`src/rtl/lruc_pkg.sv`:
```
// Shared constants and result codes for the LRU cache with expiry.
package lruc_pkg;

  localparam int ENTRIES  = 16;
  localparam int IDX_W    = $clog2(ENTRIES);
  localparam int CNT_W    = $clog2(ENTRIES + 1);
  localparam int KEY_W    = 64;
  localparam int DATA_W   = 32;
  localparam int TIME_W   = 32;
  localparam int CFG_W    = 5;
  localparam int STATUS_W = 3;

  localparam logic [STATUS_W-1:0] ST_MISS      = 3'd0;
  localparam logic [STATUS_W-1:0] ST_EXPIRED   = 3'd1;
  localparam logic [STATUS_W-1:0] ST_HIT       = 3'd2;
  localparam logic [STATUS_W-1:0] ST_REFRESHED = 3'd3;
  localparam logic [STATUS_W-1:0] ST_INSERTED  = 3'd4;
  localparam logic [STATUS_W-1:0] ST_EVICTED   = 3'd5;

  localparam logic OP_LOOKUP = 1'b0;
  localparam logic OP_INSERT = 1'b1;

  typedef struct packed {
    logic [TIME_W-1:0] diff;
    logic              borrow;
  } lruc_sub_t;

endpackage

```
`src/rtl/lruc_alu.sv`:
```
// Shared 32-bit subtractor with borrow, used for elapsed time and remaining life.
module lruc_alu (
  input  logic [lruc_pkg::TIME_W-1:0] a,
  input  logic [lruc_pkg::TIME_W-1:0] b,
  output lruc_pkg::lruc_sub_t         res
);
  import lruc_pkg::*;

  logic [TIME_W:0] wide;

  assign wide       = {1'b0, a} - {1'b0, b};
  assign res.diff   = wide[TIME_W-1:0];
  assign res.borrow = wide[TIME_W];

endmodule

```
`src/rtl/lru_cache_with_ttl_core.sv`:
```
// Fully associative LRU cache of keyed values with per-entry time to live.
//
// Input channel (in_valid / in_stall): one transaction is a lookup (opcode 0)
// or an insert (opcode 1) of lookup_key, with data_value, lifetime and the
// current time now_time. Output channel (out_valid / out_stall): one result
// per input transaction with status, hit_value and remaining_life.
// Each transaction passes the steps scan, elapse, live and apply: the key
// scan steps through every entry with the single key comparator, the shared
// subtractor then gives elapsed time, then remaining life and the expiry
// test, and the apply step updates recency and writes the output register.
// The inputs are captured at the accepting edge. in_stall is high from
// acceptance until that update; a new transaction is accepted only after it.
// The output register holds a finished result while the receiver stalls;
// the next transaction is still accepted and runs its scan, and waits in the
// update step only if the earlier result has not been taken by then. The user
// writes max_entries through cfg_we / cfg_data only while the block is idle;
// the block does not enforce this. Reset (rst, synchronous) empties the cache,
// sets max_entries to 16, drops any pending result; no clearing pass is needed.
module lru_cache_with_ttl_core (
  input  logic                           clk,
  input  logic                           rst,
  input  logic                           cfg_we,
  input  logic [lruc_pkg::CFG_W-1:0]     cfg_data,
  input  logic                           in_valid,
  output logic                           in_stall,
  input  logic                           opcode,
  input  logic [lruc_pkg::KEY_W-1:0]     lookup_key,
  input  logic [lruc_pkg::DATA_W-1:0]    data_value,
  input  logic [lruc_pkg::TIME_W-1:0]    lifetime,
  input  logic [lruc_pkg::TIME_W-1:0]    now_time,
  output logic                           out_valid,
  input  logic                           out_stall,
  output logic [lruc_pkg::STATUS_W-1:0]  status,
  output logic [lruc_pkg::DATA_W-1:0]    hit_value,
  output logic [lruc_pkg::TIME_W-1:0]    remaining_life
);
  import lruc_pkg::*;

  localparam logic [2:0] S_IDLE   = 3'd0;
  localparam logic [2:0] S_SCAN   = 3'd1;
  localparam logic [2:0] S_ELAPSE = 3'd2;
  localparam logic [2:0] S_LIVE   = 3'd3;
  localparam logic [2:0] S_APPLY  = 3'd4;

  logic [2:0] state;

  // entry store
  logic [ENTRIES-1:0] entry_valid;
  logic [KEY_W-1:0]   stored_key      [ENTRIES];
  logic [DATA_W-1:0]  stored_value    [ENTRIES];
  logic [TIME_W-1:0]  stored_lifetime [ENTRIES];
  logic [TIME_W-1:0]  insert_time     [ENTRIES];
  logic [IDX_W-1:0]   recency_rank    [ENTRIES];
  logic [CNT_W-1:0]   entry_count;
  logic [CFG_W-1:0]   max_entries;

  // captured transaction
  logic              op_r;
  logic [KEY_W-1:0]  key_r;
  logic [DATA_W-1:0] val_r;
  logic [TIME_W-1:0] life_r;
  logic [TIME_W-1:0] now_r;

  // scan results
  logic [IDX_W-1:0]  idx;
  logic              found;
  logic [IDX_W-1:0]  fidx;
  logic              free_ok;
  logic [IDX_W-1:0]  free_idx;
  logic [TIME_W-1:0] elapsed;
  logic [TIME_W-1:0] remain;
  logic              live;

  logic [CNT_W-1:0]  cap;
  logic [IDX_W-1:0]  cap_m1;
  logic              evict;
  logic              out_free;
  logic [IDX_W-1:0]  rf;

  logic [TIME_W-1:0] alu_a;
  logic [TIME_W-1:0] alu_b;
  lruc_sub_t         alu_res;

  always_comb begin
    if (max_entries == '0) begin
      cap = CNT_W'(1);
    end else if (CNT_W'(max_entries) > CNT_W'(ENTRIES)) begin
      cap = CNT_W'(ENTRIES);
    end else begin
      cap = CNT_W'(max_entries);
    end
  end

  assign cap_m1   = IDX_W'(cap - CNT_W'(1));
  assign evict    = (entry_count >= cap);
  assign out_free = !out_valid || !out_stall;
  assign rf       = recency_rank[fidx];
  assign in_stall = (state != S_IDLE);

  // elapsed = now - inserted; then lifetime - elapsed gives remaining life and expiry
  always_comb begin
    if (state == S_ELAPSE) begin
      alu_a = now_r;
      alu_b = insert_time[fidx];
    end else begin
      alu_a = stored_lifetime[fidx];
      alu_b = elapsed;
    end
  end

  lruc_alu u_alu (
    .a   (alu_a),
    .b   (alu_b),
    .res (alu_res)
  );

  // sequencer and datapath registers
  always_ff @(posedge clk) begin
    if (rst) begin
      state <= S_IDLE;
      idx   <= '0;
    end else begin
      case (state)
        S_IDLE: begin
          if (in_valid) begin
            state <= S_SCAN;
            idx   <= '0;
          end
        end
        S_SCAN: begin
          idx <= idx + IDX_W'(1);
          if (idx == IDX_W'(ENTRIES - 1)) begin
            state <= S_ELAPSE;
          end
        end
        S_ELAPSE: state <= S_LIVE;
        S_LIVE:   state <= S_APPLY;
        S_APPLY: begin
          if (out_free) begin
            state <= S_IDLE;
          end
        end
        default: state <= S_IDLE;
      endcase
    end
  end

  always_ff @(posedge clk) begin
    if (state == S_IDLE && in_valid) begin
      op_r    <= opcode;
      key_r   <= lookup_key;
      val_r   <= data_value;
      life_r  <= lifetime;
      now_r   <= now_time;
      found   <= 1'b0;
      fidx    <= '0;
      free_ok <= 1'b0;
      free_idx <= '0;
    end
    if (state == S_SCAN) begin
      if (!found && entry_valid[idx] && stored_key[idx] == key_r) begin
        found <= 1'b1;
        fidx  <= idx;
      end
      // first slot that is free, or becomes free through eviction
      if (!free_ok &&
          (!entry_valid[idx] || (evict && recency_rank[idx] >= cap_m1))) begin
        free_ok  <= 1'b1;
        free_idx <= idx;
      end
    end
    if (state == S_ELAPSE) begin
      elapsed <= alu_res.diff;
    end
    if (state == S_LIVE) begin
      remain <= alu_res.diff;
      live   <= !alu_res.borrow && (alu_res.diff != '0);
    end
  end

  // entry store update and result register
  always_ff @(posedge clk) begin
    if (rst) begin
      entry_valid <= '0;
      entry_count <= '0;
      max_entries <= CFG_W'(ENTRIES);
      out_valid   <= 1'b0;
    end else begin
      if (cfg_we) begin
        max_entries <= cfg_data;
      end
      if (out_valid && !out_stall) begin
        out_valid <= 1'b0;
      end
      if (state == S_APPLY && out_free) begin
        out_valid      <= 1'b1;
        hit_value      <= '0;
        remaining_life <= '0;
        if (op_r == OP_LOOKUP) begin
          if (!found) begin
            status <= ST_MISS;
          end else if (!live) begin
            status <= ST_EXPIRED;
            entry_valid[fidx] <= 1'b0;
            for (int i = 0; i < ENTRIES; i++) begin
              if (entry_valid[i] && recency_rank[i] > rf) begin
                recency_rank[i] <= recency_rank[i] - IDX_W'(1);
              end
            end
            entry_count <= entry_count - CNT_W'(1);
          end else begin
            status         <= ST_HIT;
            hit_value      <= stored_value[fidx];
            remaining_life <= remain;
            for (int i = 0; i < ENTRIES; i++) begin
              if (entry_valid[i] && recency_rank[i] < rf) begin
                recency_rank[i] <= recency_rank[i] + IDX_W'(1);
              end
            end
            recency_rank[fidx] <= '0;
          end
        end else if (found) begin
          status <= live ? ST_REFRESHED : ST_INSERTED;
          if (!live) begin
            stored_value[fidx]    <= val_r;
            stored_lifetime[fidx] <= life_r;
            insert_time[fidx]     <= now_r;
          end
          for (int i = 0; i < ENTRIES; i++) begin
            if (entry_valid[i] && recency_rank[i] < rf) begin
              recency_rank[i] <= recency_rank[i] + IDX_W'(1);
            end
          end
          recency_rank[fidx] <= '0;
        end else begin
          status <= evict ? ST_EVICTED : ST_INSERTED;
          // evicting down to cap-1 drops every entry ranked cap-1 or older
          for (int i = 0; i < ENTRIES; i++) begin
            if (entry_valid[i]) begin
              if (evict && recency_rank[i] >= cap_m1) begin
                entry_valid[i] <= 1'b0;
              end else begin
                recency_rank[i] <= recency_rank[i] + IDX_W'(1);
              end
            end
          end
          if (free_ok) begin
            entry_valid[free_idx]     <= 1'b1;
            recency_rank[free_idx]    <= '0;
            stored_key[free_idx]      <= key_r;
            stored_value[free_idx]    <= val_r;
            stored_lifetime[free_idx] <= life_r;
            insert_time[free_idx]     <= now_r;
            entry_count <= (evict ? cap - CNT_W'(1) : entry_count) + CNT_W'(1);
          end
        end
      end
    end
  end

  a_count_matches_valid: assert property (@(posedge clk) disable iff (rst)
    $countones(entry_valid) == int'(entry_count))
    else $error("entry count disagrees with valid entries");

  a_count_bound: assert property (@(posedge clk) disable iff (rst)
    entry_count <= CNT_W'(ENTRIES))
    else $error("entry count above capacity");

  a_result_follows_apply: assert property (@(posedge clk) disable iff (rst)
    (state == S_APPLY && out_free) |=> (out_valid && state == S_IDLE))
    else $error("update step did not produce a result");

  a_insert_slot: assert property (@(posedge clk) disable iff (rst)
    (state == S_APPLY && op_r == OP_INSERT && !found) |-> free_ok)
    else $error("insert found no free slot");

endmodule
```
`config.mk`:
```
export PLATFORM = sky130hd
export DESIGN_NAME = lru_cache_with_ttl_core
export DESIGN_NICKNAME = d
export VERILOG_FILES = /design/src/rtl/lruc_pkg.sv /design/src/rtl/lruc_alu.sv /design/src/rtl/lru_cache_with_ttl_core.sv
export SDC_FILE = /design/constraint.sdc
export NUM_CORES = 2
export LEC_CHECK = 0
export ABC_AREA = 1
export ABC_CLOCK_PERIOD_IN_PS = 11750
export BUFFER_PORTS_ARGS = -buffer_cell sky130_fd_sc_hd__buf_2
export CAP_MARGIN = 20
export CORE_ASPECT_RATIO = 1.2
export CORE_MARGIN = 5
export CORE_UTILIZATION = 40
export DETAILED_ROUTE_END_ITERATION = 16
export SLEW_MARGIN = 20
export SYNTH_ARGS = -nofsm -noshare
export SYNTH_HDL_FRONTEND = slang
export SYNTH_SLANG_ARGS = --single-unit
```
`constraint.sdc`:
```
create_clock -name clk -period 11.75 [get_ports clk]
set_clock_uncertainty 0.1 [all_clocks]
set_input_delay 0.5875 -clock clk [delete_from_list [all_inputs] [get_ports clk]]
set_output_delay 0.5875 -clock clk [all_outputs]
set_load 0.01 [all_outputs]
```
Word level (Yosys, flattened, before mapping)
Memories as Yosys holds them, arrays and structs flattened. A register that Yosys moved wholly into a read port is not among the register bits.
Index checks and enable logic that the tools add are counted.
{"block": "classes", "addsub": 37, "order_cmp": 56, "n_eq_ne": 11, "n_mux": 615, "bitwise": 55, "reduce_logical": 84}
{"cell": "1-bit 2-to-1 mux", "n": 519}
{"cell": "4-bit 2-to-1 mux", "n": 65}
{"cell": "32-bit 2-to-1 mux", "n": 5}
{"cell": "32-bit OR reduction", "n": 3}
{"cell": "16-bit 2-to-1 mux", "n": 5}
{"cell": "4-bit by 1-bit adder with 4-bit output, second input constant", "n": 17}
{"cell": "4-bit greater-or-equal comparator", "n": 17}
{"cell": "64-bit == test", "n": 1}
{"cell": "4-bit greater-than comparator", "n": 16}
{"cell": "4-bit less-than comparator", "n": 16}
{"cell": "4-bit by 1-bit subtractor with 4-bit output, second input constant", "n": 16}
{"cell": "1-bit logical AND", "n": 58}
{"cell": "1-bit OR", "n": 49}
{"cell": "5-bit 2-to-1 mux", "n": 8}
{"cell": "32-bit by 32-bit subtractor with 33-bit output", "n": 1}
{"cell": "32-bit nonzero test", "n": 1}
{"cell": "3-bit 2-to-1 mux", "n": 6}
{"cell": "16-bit AND", "n": 1}
{"cell": "16-bit inverter", "n": 1}
{"cell": "16-bit OR", "n": 1}
{"cell": "4-bit by 5-bit less-than comparator with 1-bit output, second input constant", "n": 3}
{"cell": "3-bit one-hot mux with 5 select lines", "n": 1}
{"cell": "2-bit inequality test, second input constant", "n": 5}
{"cell": "5-bit by 1-bit subtractor with 5-bit output, second input constant", "n": 2}
{"cell": "25 further kinds", "n": 41}
{"block": "word_totals", "reg_bits": 305, "mem_bits_rw": 2624, "input_bits": 171, "output_inout_bits": 69, "elab_cells": 883, "n_memories": 5}
{"memory": "stored_key", "words": 16, "width": 64, "read_ports": 1, "rd_ports_with_merged_regs": 1, "write_ports": 1, "line": "lru_cache_with_ttl_core.sv:49", "source": "logic [KEY_W-1:0] stored_key [ENTRIES];"}
{"memory": "insert_time", "words": 16, "width": 32, "read_ports": 1, "rd_ports_with_merged_regs": 1, "write_ports": 1, "line": "lru_cache_with_ttl_core.sv:52", "source": "logic [TIME_W-1:0] insert_time [ENTRIES];"}
{"memory": "stored_lifetime", "words": 16, "width": 32, "read_ports": 1, "rd_ports_with_merged_regs": 1, "write_ports": 1, "line": "lru_cache_with_ttl_core.sv:51", "source": "logic [TIME_W-1:0] stored_lifetime [ENTRIES];"}
{"memory": "stored_value", "words": 16, "width": 32, "read_ports": 1, "rd_ports_with_merged_regs": 1, "write_ports": 1, "line": "lru_cache_with_ttl_core.sv:50", "source": "logic [DATA_W-1:0] stored_value [ENTRIES];"}
{"memory": "recency_rank", "words": 16, "width": 4, "read_ports": 18, "rd_ports_with_merged_regs": 2, "write_ports": 17, "line": "lru_cache_with_ttl_core.sv:53", "source": "logic [IDX_W-1:0] recency_rank [ENTRIES];"}

Logic depth before layout (Yosys ltp)
{"block": "depth", "word_depth": 16, "mapped_depth": 27, "depth_no_buf": 24}

Modules after synthesis
Synthesis repeated with hierarchy kept, for this count alone.
{"block": "hier_totals", "hier_cells": 10286, "hier_area_um2": 124140.3}
{"mod": "lru_cache_with_ttl_core", "instances": 1, "cells_each": 9736, "area_per_inst_um2": 121529.1, "seq_area_each_um2": 87914.3}
{"mod": "lruc_alu", "instances": 1, "cells_each": 550, "area_per_inst_um2": 2611.3, "seq_area_each_um2": 0.0}

Least setup slack after synthesis
Ideal clock, no wire load.
{"block": "synth_path", "path_type": "register -> register", "start": "register state[2]", "end": "register free_idx[0]", "setup_time_ps": 134, "arrival_time_ps": 9088, "t_required_ps": 11516, "slack_ps": 2428, "path_stages_with_launch": 7, "n_path_buf": 0, "synth_period_minus_slack_ps": 9322, "path_cell_list": "dfxtp_1 -> nor2_1 -> nand2_1 -> nor2_1 -> inv_1 -> nand3_1 -> o21ai_0"}
{"block": "synth_between", "elab_chain_len": 5, "word_cells_on_any_way": 6}
{"element": "start: declaration", "line": "lru_cache_with_ttl_core.sv:45", "source": "logic [2:0] state;"}
{"element": "start signal: assignment", "line": "lru_cache_with_ttl_core.sv:120", "source": "state <= S_IDLE;"}
{"element": "start signal: assignment", "line": "lru_cache_with_ttl_core.sv:126", "source": "state <= S_SCAN;"}
{"element": "start signal: assignment", "line": "lru_cache_with_ttl_core.sv:133", "source": "state <= S_ELAPSE;"}
{"element": "3-bit zero test", "line": "lru_cache_with_ttl_core.sv:149", "source": "if (state == S_IDLE && in_valid) begin"}
{"element": "1-bit logical AND", "line": "lru_cache_with_ttl_core.sv:149"}
{"element": "4-bit 2-to-1 mux", "line": "lru_cache_with_ttl_core.sv:149"}
{"element": "4-bit 2-to-1 mux", "line": "lru_cache_with_ttl_core.sv:166", "source": "if (!free_ok &&"}
{"element": "4-bit 2-to-1 mux (*)", "line": "lru_cache_with_ttl_core.sv:160", "source": "if (state == S_SCAN) begin"}
{"element": "end signal: assignment", "line": "lru_cache_with_ttl_core.sv:169", "source": "free_idx <= idx;"}
{"element": "end: declaration", "line": "lru_cache_with_ttl_core.sv:69", "source": "logic [IDX_W-1:0] free_idx;"}
Mark *: on every way between the ends. The rest lies on a longest branch, timed or not.
A chain may end at the register's enable or synchronous reset.

==> metrics.md <==
| Metric | Value |
|---|---|
| WP data required | `12.29 ns` |
| Overall Global Routing Usage | `0.225` |
| Commonest non-fill, non-tap cells in the layout | `edfxtp_1, nand3_1, nand2_1` |
| Met2 Usage GRT | `0.374` |
| RSZ-0062 raised after global routing | `false` |
| Fmax | `roughly 160 MHz` |
| Final setup fails | `0` |
| Global route total overflow | `0` |
| Power Internal | `17.7 mW` |
| DP HPWL | `199 mm` |
| Post-Synthesis Cells | `just under 10000` |
| Commonest non-fill, non-tap cell in the layout | `edfxtp_1` |
| Synthesized Nets | `approximately 10000` |
| Tmin final | `6.20 ns` |
| Net Switching | `5.08 mW` |
| Number of synthesized flops with an enable pin | `2853` |
| Setup TNS | `0 ns` |
| Critical path arrival | `a little under 7 ns` |
| Comb power frac | `0.048` |
| Clk buf depth | `4` |
| Crit Path Category | `flop to flop` |
| Largest net degree at the start of global routing | `around 220` |
| Core Util, Final | `0.460` |
| Area growth syn-to-layout | `14.4%` |
| I/O pins | `240` |
| Final count of pins violating max slew | `0` |
| Worst skew pair latency | `~0.90 ns` |
| Tightest Hold Check Type | `primary input to flop` |
| Share of cells above drive strength 1 | `0.0910` |
| Worst-path fanout max | `96` |
| Hold buffers post-CTS | `172` |
| Root Driver | `clkbuf_16` |
| Resized Gates After CTS | `0` |
| Post-synthesis sequential area ratio | `0.717` |
| Mapped Area | `123000 um^2` |
| Status | `completed` |
| Worst-Margin Slew | `1.25 ns` |
| Ys flop type | `edfxtp_1` |
| Placed Area | `roughly 130000 um^2` |
| Post-synthesis cell type count | `57` |
| Core box area | `slightly above 300000 um^2` |
| # rows | `222` |
| Via-per-instance ratio | `approximately 5.7` |
| Met3 usage | `0.0351` |
| Antenna violations before repair | `23` |
| Grt met1 use | `0.298` |
| PD cells | `~160 nW/um^2` |
| Fin. Hold Viols | `0` |
| Reg clk slew, reported paths | `0.06 ns` |
| Postcts setup bufs | `0` |
| Crit start category | `flop` |
| Vias in the first global route | `around 80000` |
| Crit share post-route | `0.528` |
| Global-route wire length before repair | `539 mm` |
| Clk sink count | `2965` |
| Final wirelength | `370 mm` |
| Register share of total power | `0.525` |
| NumNets Final | `10500` |
| TritonCTS clock tree | `done` |
| Lkg Pwr | `47.8 nW` |
| Routed via count | `82500` |
| Top Usage Layer GRT | `met2` |
| Number of CTS-inserted buffers | `314` |
| Number of port buffers | `239` |
| Switching Share | `0.223` |
| Initial core utilization | `0.402` |
| Routed WL per cell | `25.7 um` |
| Max-cap viol count | `0` |
| Synth Register Bits | `2965` |
| Max transition margin | `0.170` |
| Synth warn | `0` |
| Die X | `~520 um` |
| H-tree Lvls | `5` |
| Worst Setup End Kind | `flop` |
| Clock power share | `0.427` |
| Post-DRT Antenna Nets | `0` |
| Worst VDD drop | `128 uV` |
| Fraction of registers with async set or reset after synthesis | `0` |
| Die Area | `318000 um^2` |
| Die Ht | `just over 600 um` |
| Total chip power | `about 23 mW` |
| DRC | `0` |
| Initial DRC Count | `8501` |
| 1st-pass router iterations | `6` |
| Worst hold margin | `0.0614 ns` |
| GP Congestion | `0.918` |
| Syn avg cell area | `12.5 um^2` |
| Post-route cell area | `about 140000 um^2` |
## area by class of cell
class	instances	area (um^2)
Fill cell	26900	165000
Antenna cell	9	22.5
Multi-Input combinational cell	5711	30700
Sequential cell	2965	87900
Tap cell	4032	5040
Inverter	568	2180
Clock inverter	167	1690
Timing Repair Buffer	570	4420
Clock buffer	387	8290
## metal layers
layer | vias up | wire length [um]
li1 | 36900 | -
met1 | 41100 | 147000
met2 | 3719 | 178000
met3 | 769 | 29300
met4 | 10 | 15300
met5 | - | 62
## synth_stat cells, drive strengths merged (128+ instances only)
library cell / number / area [um^2]
a22oi: 383 / 2880
nand2: 1316 / 4950
o211ai: 128 / 961
nand3: 1434 / 7180
a21oi: 220 / 1100
ha: 188 / 2350
edfxtp: 2853 / 85700
a31oi: 363 / 2270
nor2: 791 / 3030
clkbuf: 406 / 1520
buf: 166 / 788
o21ai: 480 / 2420
inv: 563 / 2120
## worst max-delay path: stages (launching register included)
cell     delay, ns
dfxtp_4       0.80
buf_4         0.86
buf_4         0.90
nand3_1       0.18
a31oi_1       0.26
nor4_2        0.16
o21ai_0       0.50
ha_1          0.40
a21oi_1       0.24
nor2_1        0.07
nor2_1        0.20
o21ai_0       0.14
a21oi_1       0.23
nand2_1       0.10
nand2_1       0.06
nand2_1       0.09
nor2_1        0.13
nand2_1       0.07
nor2_1        0.21
nand3_1       0.10
nand2_1       0.07
inv_1         0.05
## final timing paths
path | startpoint | end | slack, ns | depth (start not counted)
max reg2reg | fidx[1]$_DFF_P_ | live$_DFFE_PP_ | 5.55 | 21
min reg2reg | recency_rank[5][0]$_SDFFE_PP0P_ | recency_rank[5][0]$_SDFFE_PP0P_ | 0.36 | 1
max | fidx[1]$_DFF_P_ | live$_DFFE_PP_ | 5.55 | 21
min | cfg_we | max_entries[0]$_SDFFE_PP0P_ | 0.06 | 3
## state kept, by name, summed over array words and instances, names as in the netlist, 32 cells and up, named ones only
signal and count:
remaining_life 32, hit_value 32, elapsed 32, life_r 32, stored_value 512, val_r 32
stored_lifetime 512, recency_rank 64, insert_time 512, key_r 64, remain 32, stored_key 1024
now_r 32
## power by group through the flow
| stage | clock network [mW] | logic, mW | registers (mW) |
|---|---|---|---|
| 6_report | 9.73 | 1.10 | 12.0 |
| 5_1_grt | 10.3 | 1.23 | 12.0 |
| 4_1_cts | 9.89 | 1.11 | 12.0 |
| 3_5_place_dp | 0 | 1.05 | 12.2 |
| 3_3_place_gp | 0 | 1.04 | 12.2 |
| 2_1_floorplan | 0 | 0.708 | 12.1 |
## stage by stage
step | cells | setup slack [ns]
5_1_grt | 14400 | 5.07
3_5_place_dp | 13700 | 5.55
4_1_cts | 14400 | 5.58
6_report | 14400 | 5.55
2_1_floorplan | 9816 | 2.43
3_3_place_gp | 13700 | 5.53
## cells by family after synthesis
family	Yosys count	share of synthesized area
flops	2965	0.717
compound gates	1743	0.0899
xor+xnor	63	0.00450
fa+ha+maj	196	0.0205
mux	7	0.000581
simple gates	3702	0.132
buf+inv	1140	0.0362
(Power assumes the default switching activity.)
